--- src/rtl/dtp_pkg.sv ---
// dtp_pkg: types, codes and constants shared by the duration text parser.
// Used by dtp_parser, dtp_scale and duration_text_parser_unit. No dependencies.
`timescale 1ns / 1ps
`default_nettype none

package dtp_pkg;

    typedef enum logic [2:0] {
        PH_START,
        PH_SIGNED,
        PH_INT,
        PH_CLOCK,
        PH_AFTER_CLOCK,
        PH_FRAC
    } dtp_phase_t;

    localparam logic [7:0] CH_MINUS = 8'h2D;
    localparam logic [7:0] CH_COLON = 8'h3A;
    localparam logic [7:0] CH_DOT   = 8'h2E;
    localparam logic [7:0] CH_UNDER = 8'h5F;
    localparam logic [7:0] CH_ZERO  = 8'h30;
    localparam logic [7:0] CH_NINE  = 8'h39;

    localparam int FRAC_W      = 30;
    localparam int CLK_FIELD_W = 7;
    localparam int SEC_PER_H   = 3600;
    localparam int SEC_PER_MIN = 60;
    localparam logic [FRAC_W-1:0] NS_PER_S = 30'd1000000000;
    localparam int DUR_W       = 63;

    typedef struct packed {
        logic                   neg;
        logic                   hours;
        logic [CLK_FIELD_W-1:0] minutes;
        logic [CLK_FIELD_W-1:0] seconds;
        logic [FRAC_W-1:0]      frac;
        logic                   err;
    } dtp_snap_t;

    // weight in ns of the fraction digit at a given position (100 ms first)
    function automatic logic [FRAC_W-1:0] frac_weight(input logic [3:0] pos);
        logic [FRAC_W-1:0] w;
        case (pos)
            4'd0:    w = 30'd100000000;
            4'd1:    w = 30'd10000000;
            4'd2:    w = 30'd1000000;
            4'd3:    w = 30'd100000;
            4'd4:    w = 30'd10000;
            4'd5:    w = 30'd1000;
            4'd6:    w = 30'd100;
            4'd7:    w = 30'd10;
            4'd8:    w = 30'd1;
            default: w = '0;
        endcase
        return w;
    endfunction

endpackage

`default_nettype wire

--- src/rtl/dtp_parser.sv ---
// dtp_parser: byte-wise grammar state machine and field accumulators.
// Hands a snapshot of the fields to the scaler on each final byte. Uses dtp_pkg.
`timescale 1ns / 1ps
`default_nettype none

module dtp_parser #(
    parameter int MAX_INT_DIGITS = 6
) (
    input  wire logic                                   clk,
    input  wire logic                                   rst_n,
    input  wire logic                                   take,
    input  wire logic [7:0]                             char_code,
    input  wire logic                                   is_final,
    output logic                                        snap_valid,
    output dtp_pkg::dtp_snap_t                          snap,
    output logic [$clog2(longint'(10)**MAX_INT_DIGITS)-1:0] snap_lead
);
    import dtp_pkg::*;

    localparam int LEAD_W = $clog2(longint'(10)**MAX_INT_DIGITS);
    localparam int CNT_W  = $clog2(MAX_INT_DIGITS + 1);

    dtp_phase_t              phase_reg, phase_next, phase_load;
    logic                    neg_reg, neg_next;
    logic [LEAD_W-1:0]       lead_reg, lead_next;
    logic [CNT_W-1:0]        lead_cnt_reg, lead_cnt_next;
    logic                    hours_reg, hours_next;
    logic [2:0]              pos_reg, pos_next;
    logic [CLK_FIELD_W-1:0]  min_reg, min_next;
    logic [CLK_FIELD_W-1:0]  sec_reg, sec_next;
    logic [FRAC_W-1:0]       frac_reg, frac_next;
    logic [3:0]              frac_cnt_reg, frac_cnt_next;
    logic                    failed_reg, failed_next;

    logic       is_dig;
    logic [3:0] dig;
    logic       lead_room;
    logic       clock_ok;
    logic       frac_skip;
    logic       result_ok;

    assign is_dig    = (char_code >= CH_ZERO) && (char_code <= CH_NINE);
    assign dig       = char_code[3:0];
    assign lead_room = lead_cnt_reg < CNT_W'(MAX_INT_DIGITS);
    assign clock_ok  = (pos_reg == 3'd2) ? (char_code == CH_COLON) : is_dig;
    assign frac_skip = ((frac_cnt_reg == 4'd3) || (frac_cnt_reg == 4'd6))
                       && (char_code == CH_UNDER);

    // next phase
    always_comb
    begin
        phase_next = phase_reg;
        if (!failed_reg)
        begin
            case (phase_reg)
                PH_START:
                begin
                    if (char_code == CH_MINUS)
                        phase_next = PH_SIGNED;
                    else if (is_dig && lead_room)
                        phase_next = PH_INT;
                end
                PH_SIGNED:
                begin
                    if (is_dig && lead_room)
                        phase_next = PH_INT;
                end
                PH_INT:
                begin
                    if (char_code == CH_COLON)
                        phase_next = PH_CLOCK;
                    else if (char_code == CH_DOT)
                        phase_next = PH_FRAC;
                end
                PH_CLOCK:
                begin
                    if (clock_ok && (pos_reg == 3'd4))
                        phase_next = PH_AFTER_CLOCK;
                end
                PH_AFTER_CLOCK:
                begin
                    if (char_code == CH_DOT)
                        phase_next = PH_FRAC;
                end
                PH_FRAC:
                    phase_next = PH_FRAC;
                default:
                    phase_next = PH_START;
            endcase
        end
    end

    // field updates
    always_comb
    begin
        neg_next      = neg_reg;
        lead_next     = lead_reg;
        lead_cnt_next = lead_cnt_reg;
        hours_next    = hours_reg;
        pos_next      = pos_reg;
        min_next      = min_reg;
        sec_next      = sec_reg;
        frac_next     = frac_reg;
        frac_cnt_next = frac_cnt_reg;
        failed_next   = failed_reg;
        if (!failed_reg)
        begin
            case (phase_reg)
                PH_START, PH_SIGNED, PH_INT:
                begin
                    if (is_dig)
                    begin
                        if (lead_room)
                        begin
                            lead_next     = lead_reg * LEAD_W'(10) + LEAD_W'(dig);
                            lead_cnt_next = lead_cnt_reg + CNT_W'(1);
                        end
                        else
                            failed_next = 1'b1;
                    end
                    else if ((phase_reg == PH_START) && (char_code == CH_MINUS))
                        neg_next = 1'b1;
                    else if ((phase_reg == PH_INT) && (char_code == CH_COLON))
                        hours_next = 1'b1;
                    else if (!((phase_reg == PH_INT) && (char_code == CH_DOT)))
                        failed_next = 1'b1;
                end
                PH_CLOCK:
                begin
                    if (!clock_ok)
                        failed_next = 1'b1;
                    else
                    begin
                        pos_next = pos_reg + 3'd1;
                        if (pos_reg < 3'd2)
                            min_next = min_reg * CLK_FIELD_W'(10) + CLK_FIELD_W'(dig);
                        else if (pos_reg > 3'd2)
                            sec_next = sec_reg * CLK_FIELD_W'(10) + CLK_FIELD_W'(dig);
                    end
                end
                PH_AFTER_CLOCK:
                begin
                    if (char_code != CH_DOT)
                        failed_next = 1'b1;
                end
                PH_FRAC:
                begin
                    if (frac_cnt_reg >= 4'd9)
                        failed_next = 1'b1;
                    else if (!frac_skip)
                    begin
                        if (!is_dig)
                            failed_next = 1'b1;
                        else
                        begin
                            frac_next     = frac_reg + FRAC_W'(dig) * frac_weight(frac_cnt_reg);
                            frac_cnt_next = frac_cnt_reg + 4'd1;
                        end
                    end
                end
                default:
                    failed_next = 1'b1;
            endcase
        end
    end

    assign result_ok = !failed_next && ((phase_next == PH_INT)
                       || (phase_next == PH_AFTER_CLOCK) || (phase_next == PH_FRAC));

    assign phase_load   = is_final ? PH_START : phase_next;
    assign snap_valid   = take && is_final;
    assign snap.neg     = neg_next;
    assign snap.hours   = hours_next;
    assign snap.minutes = min_next;
    assign snap.seconds = sec_next;
    assign snap.frac    = frac_next;
    assign snap.err     = !result_ok;
    assign snap_lead    = lead_next;

    always_ff @(posedge clk or negedge rst_n)
    begin
        if (!rst_n)
        begin
            phase_reg    <= PH_START;
            neg_reg      <= 1'b0;
            lead_reg     <= '0;
            lead_cnt_reg <= '0;
            hours_reg    <= 1'b0;
            pos_reg      <= '0;
            min_reg      <= '0;
            sec_reg      <= '0;
            frac_reg     <= '0;
            frac_cnt_reg <= '0;
            failed_reg   <= 1'b0;
        end
        else if (take)
        begin
            phase_reg <= phase_load;
            if (is_final)
            begin
                neg_reg      <= 1'b0;
                lead_reg     <= '0;
                lead_cnt_reg <= '0;
                hours_reg    <= 1'b0;
                pos_reg      <= '0;
                min_reg      <= '0;
                sec_reg      <= '0;
                frac_reg     <= '0;
                frac_cnt_reg <= '0;
                failed_reg   <= 1'b0;
            end
            else
            begin
                neg_reg      <= neg_next;
                lead_reg     <= lead_next;
                lead_cnt_reg <= lead_cnt_next;
                hours_reg    <= hours_next;
                pos_reg      <= pos_next;
                min_reg      <= min_next;
                sec_reg      <= sec_next;
                frac_reg     <= frac_next;
                frac_cnt_reg <= frac_cnt_next;
                failed_reg   <= failed_next;
            end
        end
    end

`ifndef SYNTHESIS
    a_hold_when_idle: assert property (@(posedge clk) disable iff (!rst_n)
        !take |=> $stable(phase_reg) && $stable(failed_reg) && $stable(lead_cnt_reg))
        else $error("parser state moved without a word");

    a_clear_after_final: assert property (@(posedge clk) disable iff (!rst_n)
        take && is_final |=> phase_reg == PH_START && !failed_reg && lead_cnt_reg == '0)
        else $error("parser not cleared after final byte");

    a_lead_bound: assert property (@(posedge clk) disable iff (!rst_n)
        lead_cnt_reg <= CNT_W'(MAX_INT_DIGITS))
        else $error("integer digit count past limit");

    a_hours_phase: assert property (@(posedge clk) disable iff (!rst_n)
        hours_reg |-> (phase_reg == PH_CLOCK || phase_reg == PH_AFTER_CLOCK
                       || phase_reg == PH_FRAC))
        else $error("hours form outside clock or fraction phase");
`endif

endmodule

`default_nettype wire

--- src/rtl/dtp_scale.sv ---
// dtp_scale: converts a parsed snapshot to signed nanoseconds in three steps
// (total seconds, times 1e9, add fraction and sign into the result register) behind a snapshot register. Uses dtp_pkg.
`timescale 1ns / 1ps
`default_nettype none

module dtp_scale #(
    parameter int MAX_INT_DIGITS = 6
) (
    input  wire logic                                   clk,
    input  wire logic                                   rst_n,
    input  wire logic                                   snap_valid,
    input  wire dtp_pkg::dtp_snap_t                     snap,
    input  wire logic [$clog2(longint'(10)**MAX_INT_DIGITS)-1:0] snap_lead,
    output logic                                        ready,
    output logic                                        out_valid,
    input  wire logic                                   out_stall,
    output logic signed [dtp_pkg::DUR_W-1:0]            duration_ns,
    output logic                                        parse_error
);
    import dtp_pkg::*;

    localparam int LEAD_W  = $clog2(longint'(10)**MAX_INT_DIGITS);
    localparam longint TOT_MAX = (longint'(10)**MAX_INT_DIGITS - 1) * SEC_PER_H
                                 + 99 * SEC_PER_MIN + 99;
    localparam int TOT_W   = $clog2(TOT_MAX + 1);
    localparam int PROD_W  = TOT_W + FRAC_W;

    logic rdy1, rdy2, rdy3, rdy_out;

    logic              s1_valid_reg;
    dtp_snap_t         s1_snap_reg;
    logic [LEAD_W-1:0] s1_lead_reg;

    logic              s2_valid_reg;
    logic [TOT_W-1:0]  s2_tot_reg, s2_tot_next;
    logic [FRAC_W-1:0] s2_frac_reg;
    logic              s2_neg_reg, s2_err_reg;

    logic              s3_valid_reg;
    logic [PROD_W-1:0] s3_prod_reg, s3_prod_next;
    logic [FRAC_W-1:0] s3_frac_reg;
    logic              s3_neg_reg, s3_err_reg;

    logic              out_valid_reg;
    logic [DUR_W-1:0]  dur_reg, dur_next, mag;
    logic              err_reg;

    assign rdy_out = !out_valid_reg || !out_stall;
    assign rdy3    = !s3_valid_reg || rdy_out;
    assign rdy2    = !s2_valid_reg || rdy3;
    assign rdy1    = !s1_valid_reg || rdy2;
    assign ready   = rdy1;

    always_comb
    begin
        if (s1_snap_reg.hours)
            s2_tot_next = TOT_W'(s1_lead_reg) * TOT_W'(SEC_PER_H)
                        + TOT_W'(s1_snap_reg.minutes) * TOT_W'(SEC_PER_MIN)
                        + TOT_W'(s1_snap_reg.seconds);
        else
            s2_tot_next = TOT_W'(s1_lead_reg);
    end

    assign s3_prod_next = PROD_W'(s2_tot_reg) * PROD_W'(NS_PER_S);

    assign mag = DUR_W'(s3_prod_reg) + DUR_W'(s3_frac_reg);

    always_comb
    begin
        if (s3_err_reg)
            dur_next = '0;
        else if (s3_neg_reg)
            dur_next = '0 - mag;
        else
            dur_next = mag;
    end

    always_ff @(posedge clk or negedge rst_n)
    begin
        if (!rst_n)
        begin
            s1_valid_reg  <= 1'b0;
            s2_valid_reg  <= 1'b0;
            s3_valid_reg  <= 1'b0;
            out_valid_reg <= 1'b0;
        end
        else
        begin
            if (rdy1)
                s1_valid_reg <= snap_valid;
            if (rdy2)
                s2_valid_reg <= s1_valid_reg;
            if (rdy3)
                s3_valid_reg <= s2_valid_reg;
            if (rdy_out)
                out_valid_reg <= s3_valid_reg;
        end
    end

    always_ff @(posedge clk)
    begin
        if (rdy1 && snap_valid)
        begin
            s1_snap_reg <= snap;
            s1_lead_reg <= snap_lead;
        end
        if (rdy2 && s1_valid_reg)
        begin
            s2_tot_reg  <= s2_tot_next;
            s2_frac_reg <= s1_snap_reg.frac;
            s2_neg_reg  <= s1_snap_reg.neg;
            s2_err_reg  <= s1_snap_reg.err;
        end
        if (rdy3 && s2_valid_reg)
        begin
            s3_prod_reg <= s3_prod_next;
            s3_frac_reg <= s2_frac_reg;
            s3_neg_reg  <= s2_neg_reg;
            s3_err_reg  <= s2_err_reg;
        end
        if (rdy_out && s3_valid_reg)
        begin
            dur_reg <= dur_next;
            err_reg <= s3_err_reg;
        end
    end

    assign out_valid   = out_valid_reg;
    assign duration_ns = signed'(dur_reg);
    assign parse_error = err_reg;

endmodule

`default_nettype wire

--- src/rtl/duration_text_parser_unit.sv ---
// duration_text_parser_unit: top level of the duration text parser.
// Instantiates dtp_parser and dtp_scale; uses dtp_pkg.
//
//   channel | signals                         | word
//   --------+---------------------------------+------------------------------
//   in      | in_valid, in_stall              | char_code, is_final
//   out     | out_valid, out_stall            | duration_ns, parse_error
//
// One byte is taken per cycle while in_stall is low; the grammar state updates in the cycle it is taken.
// A final byte's word reaches the outputs through the snapshot register, then total
// seconds, multiply by 1e9, and fraction and sign added into the result register.
// Reset clears the parser state and all stage valid flags.
// in_stall rises only when all four stages hold words and out_stall is high.
`timescale 1ns / 1ps
`default_nettype none

module duration_text_parser_unit #(
    parameter int MAX_INT_DIGITS = 6
) (
    input  wire logic                               clk,
    input  wire logic                               rst_n,
    input  wire logic                               in_valid,
    output logic                                    in_stall,
    input  wire logic [7:0]                         char_code,
    input  wire logic                               is_final,
    output logic                                    out_valid,
    input  wire logic                               out_stall,
    output logic signed [dtp_pkg::DUR_W-1:0]        duration_ns,
    output logic                                    parse_error
);
    import dtp_pkg::*;

    localparam int LEAD_W = $clog2(longint'(10)**MAX_INT_DIGITS);

    logic              ready;
    logic              take;
    logic              snap_valid;
    dtp_snap_t         snap;
    logic [LEAD_W-1:0] snap_lead;

    assign in_stall = !ready;
    assign take     = in_valid && ready;

    dtp_parser #(
        .MAX_INT_DIGITS (MAX_INT_DIGITS)
    ) u_parser (
        .clk        (clk),
        .rst_n      (rst_n),
        .take       (take),
        .char_code  (char_code),
        .is_final   (is_final),
        .snap_valid (snap_valid),
        .snap       (snap),
        .snap_lead  (snap_lead)
    );

    dtp_scale #(
        .MAX_INT_DIGITS (MAX_INT_DIGITS)
    ) u_scale (
        .clk         (clk),
        .rst_n       (rst_n),
        .snap_valid  (snap_valid),
        .snap        (snap),
        .snap_lead   (snap_lead),
        .ready       (ready),
        .out_valid   (out_valid),
        .out_stall   (out_stall),
        .duration_ns (duration_ns),
        .parse_error (parse_error)
    );

`ifndef SYNTHESIS
    a_stall_only_when_full: assert property (@(posedge clk) disable iff (!rst_n)
        in_stall |-> out_valid && out_stall)
        else $error("input stalled while result path has room");

    a_error_zero: assert property (@(posedge clk) disable iff (!rst_n)
        out_valid && parse_error |-> duration_ns == '0)
        else $error("error word carries a non-zero duration");

    a_out_hold: assert property (@(posedge clk) disable iff (!rst_n)
        out_valid && out_stall
        |=> out_valid && $stable(duration_ns) && $stable(parse_error))
        else $error("result word changed while stalled");
`endif

endmodule

`default_nettype wire
--- config.mk ---
export PLATFORM = sky130hd
export DESIGN_NAME = duration_text_parser_unit
export DESIGN_NICKNAME = d
export VERILOG_FILES = /design/src/rtl/dtp_pkg.sv /design/src/rtl/dtp_parser.sv /design/src/rtl/dtp_scale.sv /design/src/rtl/duration_text_parser_unit.sv
export SDC_FILE = /design/constraint.sdc
export NUM_CORES = 2
export LEC_CHECK = 0
export BUFFER_PORTS_ARGS = -buffer_cell sky130_fd_sc_hd__buf_2
export CAP_MARGIN = 25
export CORE_MARGIN = 2
export CORE_UTILIZATION = 44
export CTS_CLUSTER_DIAMETER = 100
export DETAILED_ROUTE_END_ITERATION = 8
export PLACE_DENSITY = 0.69
export SYNTH_ARGS = -nofsm -noshare
export SYNTH_HDL_FRONTEND = slang
export SYNTH_SLANG_ARGS = --single-unit
--- constraint.sdc ---
create_clock -name clk -period 15.5 [get_ports clk]
set_clock_uncertainty 0.15 [all_clocks]
set_input_delay 4.65 -clock clk [delete_from_list [all_inputs] [get_ports clk]]
set_output_delay 4.65 -clock clk [all_outputs]
set_load 0.03 [all_outputs]
* Yosys cells after proc, flatten, opt, wreduce, memory -nomap -nowiden *
Memory sizes are Yosys's and may differ from the RTL's.
Cells that the tools add are included.

word-level totals
  memories kept = 1
  output and inout bits = 66
  register bits = 364
  bits in read-only memories = 400
  logic and storage cells = 195

memories
  name             words  bits a word  read ports  clocked after Yosys merged registers in  write ports  RTL line       RTL
  (no name shown)  16     25           1           0                                        0            dtp_pkg.sv:43  case (pos)

operators by class
  equal/unequal tests = 20
  $add $sub $neg = 11
  muxes and demuxes = 77
  multiply operators = 7
  $lt $le $gt $ge = 6
  reductions and logical operators = 40

operators by type and width
  kind                      number
  $mux W30                  11
  $mux W20                  6
  $mux W7                   11
  $add A62 B30 Y63          1
  $mux W63                  1
  $sub A1 B63 Y63 const A   1
  $mul A32 B21 Y53 const B  1
  $mux W3                   16
  $add A32 B13 Y32          1
  $add A32 B7 Y32           1
  $add A30 B30 Y30          1
  $mul A4 B30 Y30           1
  $mul A20 B8 Y28 const B   1
  $eq A8 B6 Y1 const B      3
  $mux W1                   24
  $mux W4                   6
  $add A20 B4 Y20           1
  $mul A20 B3 Y19 const B   1
  $pmux W3 S6               1
  $eq A3 B3 Y1 const B      5
  $add A7 B4 Y7             2
  $logic_and A1 B1 Y1       14
  $mul A7 B3 Y6 const B     2
  $eq A3 B2 Y1 const B      4
  24 further kinds          45

* Depth between registers and ports, before layout *
  depth after elaboration = 15
  depth in mapped cells = 26

* Cells and area by module *
Synthesis repeated with hierarchy kept, for this count alone.

second synthesis, totals
  cell total of the unflattened synthesis = 4,010
  area total of the unflattened synthesis = 40,746.6 µm²

modules (own cells, without submodules)
  module                     area each (µm²)  cells an instance  times used  seq. area each (µm²)
  dtp_scale                  30,355.4         2,797              1           8,508.2
  dtp_parser                 10,381.2         1,211              1           2,001.9
  duration_text_parser_unit  10.0             2                  1           0.0

* Worst setup path after synthesis *
No wires, ideal clock.

  path kind = input -> register
  start point = input out_stall
  end point = register u_scale.dur_reg[0], in the netlist u_scale.duration_ns[0] (enable)
  path slack = 5,475 ps
  setup time = 584 ps
  path buffers = 0
  arrival = 9,291 ps
  stages = 1
  cells stage by stage = a21boi_0

between the ends
  longest elaborated chain between the ends = 3

RTL lines
  element               RTL line                         RTL
  start, declared       duration_text_parser_unit.sv:27  input wire logic out_stall,
  $logic_not A1 Y1      dtp_scale.sv:48                  assign rdy_out = !out_valid_reg || !out_stall;
  $logic_or A1 B1 Y1    dtp_scale.sv:48
  $logic_and A1 B1 Y1   dtp_scale.sv:121                 if (rdy_out && s3_valid_reg)
  end signal, assigned  dtp_scale.sv:123                 dur_reg <= dur_next;
  end, declared         dtp_scale.sv:45                  logic [DUR_W-1:0] dur_reg, dur_next, mag;

No other way between the ends.
A chain may end at the register's enable or synchronous reset.

* Worst setup path in the final report *
  start point = input out_stall
  end point = output in_stall

between the ends
  longest elaborated chain between the ends = 6

RTL lines
  element             RTL line                         RTL
  $logic_not A1 Y1    dtp_scale.sv:48
  $logic_or A1 B1 Y1  dtp_scale.sv:48
  $logic_or A1 B1 Y1  dtp_scale.sv:49                  assign rdy3 = !s3_valid_reg || rdy_out;
  $logic_or A1 B1 Y1  dtp_scale.sv:50                  assign rdy2 = !s2_valid_reg || rdy3;
  $logic_or A1 B1 Y1  dtp_scale.sv:51                  assign rdy1 = !s1_valid_reg || rdy2;
  $logic_not A1 Y1    duration_text_parser_unit.sv:41  assign in_stall = !ready;
  end, declared       duration_text_parser_unit.sv:23  output logic in_stall,

No other way between the ends.

==> impl.org <==
** Synth
- The most used flip-flop cell after synthesis is edfxtp_1.
- Dominant combinational cell family by area after synthesis :: adder cells
- Counting distinct cell types in the post-synthesis netlist gives 89.
- Synthesis produced a netlist with a net count of 4868.
- Mux cell area share after synthesis :: less than 1%
- Most area-consuming cells after synthesis :: fa_1 (22%), edfxtp_1 (21%), ha_1 (15%), inv_1 (6.5%), dfrtp_1 (5.2%)
- The largest total area in the synthesized netlist belongs to fa_1.
- Sequential elements use about a quarter of the synthesized area.
- Yosys printed 0 warnings.
- Summing the areas of all xor and xnor instances in the mapped netlist gives under 10% of the synthesized area.
- Number of enable-type register cells in the synthesized netlist :: 280
- After synthesis, the largest area contributor takes up 21.8% of total cell area.
- In this run, synthesis produced a sequential element count of 364.
- Fraction of the mapped netlist area in simple logic gates :: 10.4%
- The synthesized netlist devotes about 12% of its cell area to compound gates.
- Of all flip-flops after synthesis, the portion carrying an async set or reset was between 20% and 30%.
- A synthesized cell averages between 10 and 15 sq um.
- In this run the cell area of the synthesized design comes to around 40000 sq um.
- Synthesized instance count :: slightly below 4000
- Summing the areas of all fa, ha and maj instances in the mapped netlist gives 37.3% of the synthesized area.

** Global route
- The first global-routing pass estimated 144000 microns of wire.
- Maximum number of pins on one net before global-route repair :: 73
- Global routing finished with a remaining overflow of 0.
- Via count of the first global-routing pass :: between 20000 and 30000
- Overall fraction of global-route tracks in use :: around a fifth
- Antenna violations before repair :: 3

** Layout
- Fill cells in the final layout number between 8000 and 9000.
- Most common cell after layout, fill and taps aside :: inv_1
- Relative to the synthesized area, the layout overhead comes to 7.90%.
- The register with the most flip-flops in the layout has 63 of them.
- In the layout the commonest cells are inv_1 (696), ha_1 (495), fa_1 (436).
- The final layout contains 4920 nets.
- Final std cell area, no fill :: ~43000 sq um
- Cells with a size suffix above 1 make up 6.18% of the layout.

** Floorplanning
- Standard cell core area :: around 90000 sq um
- In this run the vertical extent of the chip is slightly above 300 microns.
- Top-level port count :: between 70 and 80
- The initial utilization of the core area, before any placement, comes to between 40% and 50%.
- Die Footprint :: around 93000 sq um
- Overall die width :: 306 microns
- Number of standard-cell rows in the floorplan :: between 100 and 150

** Clock network
- TritonCTS clock tree :: done
- H-tree level count :: 2
- The tree is rooted in a clkbuf_16.
- Buffers inserted during clock tree synthesis total between 40 and 50.
- Worst skew pair latency :: approximately 600 ps
- Number of buffers inserted for hold repair after clock tree synthesis :: 0
- After clock tree synthesis, the clock-pin slew on the worst setup and hold paths is about 50 ps.
- Post-CTS repair changed the size of 0 cells.
- The tree built by TritonCTS fans out to 364 sinks.
- The clock passes through at most 3 buffers.
- Total setup buffers inserted after CTS :: 0

** Placed design
- Routability congestion estimate from global placement :: between 0.9 and 1
- Timing analysis after detailed placement gives a worst setup slack of approximately 5200 ps.
- After detailed placement, the total cell area comes to approximately 42000 sq um.
- Detail Placement HPWL :: between 70000 and 80000 microns
- Buffers on Ports :: 78

** Setup path
- The most critical setup path has its startpoint at out_stall.
- STA classifies the critical path startpoint as an input pin.
- Cell breakdown of the critical path :: buf_2 > and3_1 > nand3_1 > inv_1 > buf_2
- In this run the register-to-register setup slack is about 7300 ps.
- Crit Reg-Reg Startpoint :: u_scale.s2_tot_reg[2]
- STA classifies the critical path endpoint as a primary output.
- The critical path ends at in_stall.
- Length in cells of the worst reg-to-reg path :: 21
- Master of the slowest instance on the critical path :: and3_1
- The cell that appears most often on the critical path is buf_2.
- CP Data Arrival Time :: roughly 5500 ps
- The setup path with the least slack is of type in -> out.
- The worst register-to-register path ends at u_scale.s3_prod_reg[57].
- In this design, the stage delay of the slowest critical-path cell is 250 ps.
- Maximum net fanout on the critical path :: 4
- Data required time at the worst endpoint :: 10700 ps

** Timing
- Upper clock frequency limit :: about 97 MHz
- For the pin with the worst max-slew slack, the measured transition is around 940 ps.
- Final setup violation count :: 0
- Max-slew violations :: 0
- The final critical path takes up 66.2% of the cycle.
- Final min period :: 10260 ps
- RSZ-0062 raised after global routing :: false
- Headroom to the max-slew limit :: 35.6%
- Crit path setup slack, layout :: between 5000 and 6000 ps
- Summed over all failing endpoints, the final setup total negative slack is 0 ps.
- The number of hold violations in the final report was 0.

** Detailed routing
- Vias after detailed routing :: 27300
- In the routed layout, each cell is associated on average with a via count of between 5 and 6.
- First-pass DRT Iterations :: 5
- Drt drc :: 0
- Count of antenna-violating nets left after detailed routing :: 0
- The first routing iteration left 1762 violations.
- WL final :: between 80000 and 90000 microns
- DR WL/cell :: between 15 and 20 microns

** Run
- The tool flagged a number of max-cap violations equal to 0.

** Outcome
- The flow ran to the end, and the final reports show no timing, DRC or antenna violations.

** Hold path
- Worst min path class :: reg -> reg
- Along the worst hold path, the cell count comes to 0.
[cell type report]
cell class | count | area (sq um) | share of cell area (%)
tap | 1176 | 1470 | 3.41
multi-input combinational | 2768 | 26600 | 61.5
inverter | 697 | 2620 | 6.06
clock buffer | 53 | 1180 | 2.72
clock inverter | 30 | 285 | 0.660
timing repair buffer | 100 | 561 | 1.30
sequential | 364 | 10500 | 24.3
antenna | 1 | 2.50 | 0.00579
[how the worst min path moves through the flow]
stage / from / to / slack (ps)
2_1_floorplan: u_scale.s1_snap_reg[0] / u_scale.s2_err_reg / 250
3_5_place_dp: u_scale.s1_snap_reg[14] / u_scale.s2_frac_reg[13] / 250
3_3_place_gp: u_scale.s2_neg_reg / u_scale.s3_neg_reg / 250
5_1_grt: u_scale.s1_snap_reg[10] / u_scale.s2_frac_reg[9] / 270
6_report: u_scale.s2_frac_reg[7] / u_scale.s3_frac_reg[7] / 270
4_1_cts: u_scale.s1_snap_reg[27] / u_scale.s2_frac_reg[26] / 270
[through the flow]
step	cells	util, %	hold WS, ps
6_report	5189	47.9	267
5_1_grt	5188	47.9	274
4_1_cts	5186	47.9	268
3_5_place_dp	5103	46.3	255
3_3_place_gp	5102	46.3	253
2_1_floorplan	3924	-	250
[synthesized netlist by cell type, types with 49 or more instances]
cell,number
nand3_1,70
and2_1,67
fa_1,436
a21oi_1,161
clkbuf_1,89
nand2_1,227
o21ai_0,178
a21o_1,90
dfrtp_1,84
inv_1,697
xor2_1,90
ha_1,495
nor2_1,159
a22o_1,50
and3_1,49
xnor2_1,175
edfxtp_1,280
[critical path: cells and delay by family]
family | cells | cell delay (ps)
buffers and inverters | 3 | 390
and+or+nand+nor | 2 | 410
[logic make-up (layout without fill, tap and decap cells)]
logic type      count (synthesis)  in the layout
simple gates                  815            815
compound gates                732            732
xor+xnor                      266            266
flops                         364            364
mux                            24             24
buf+inv                       792            880
other cells                     0              1
fa+ha+maj                     931            931
[layer usage]
metal	GRT usage [%]	vias to the layer above	share of wire, %
met2	30.5	582	46
met3	2.00	90	4.3
met5	0	-	0
met4	3.76	0	1.6
li1	-	13400	-
met1	27.5	13200	48
Power is not shown: default switching activity piles up to over one toggle a cycle in this logic, so the estimate is an artifact.
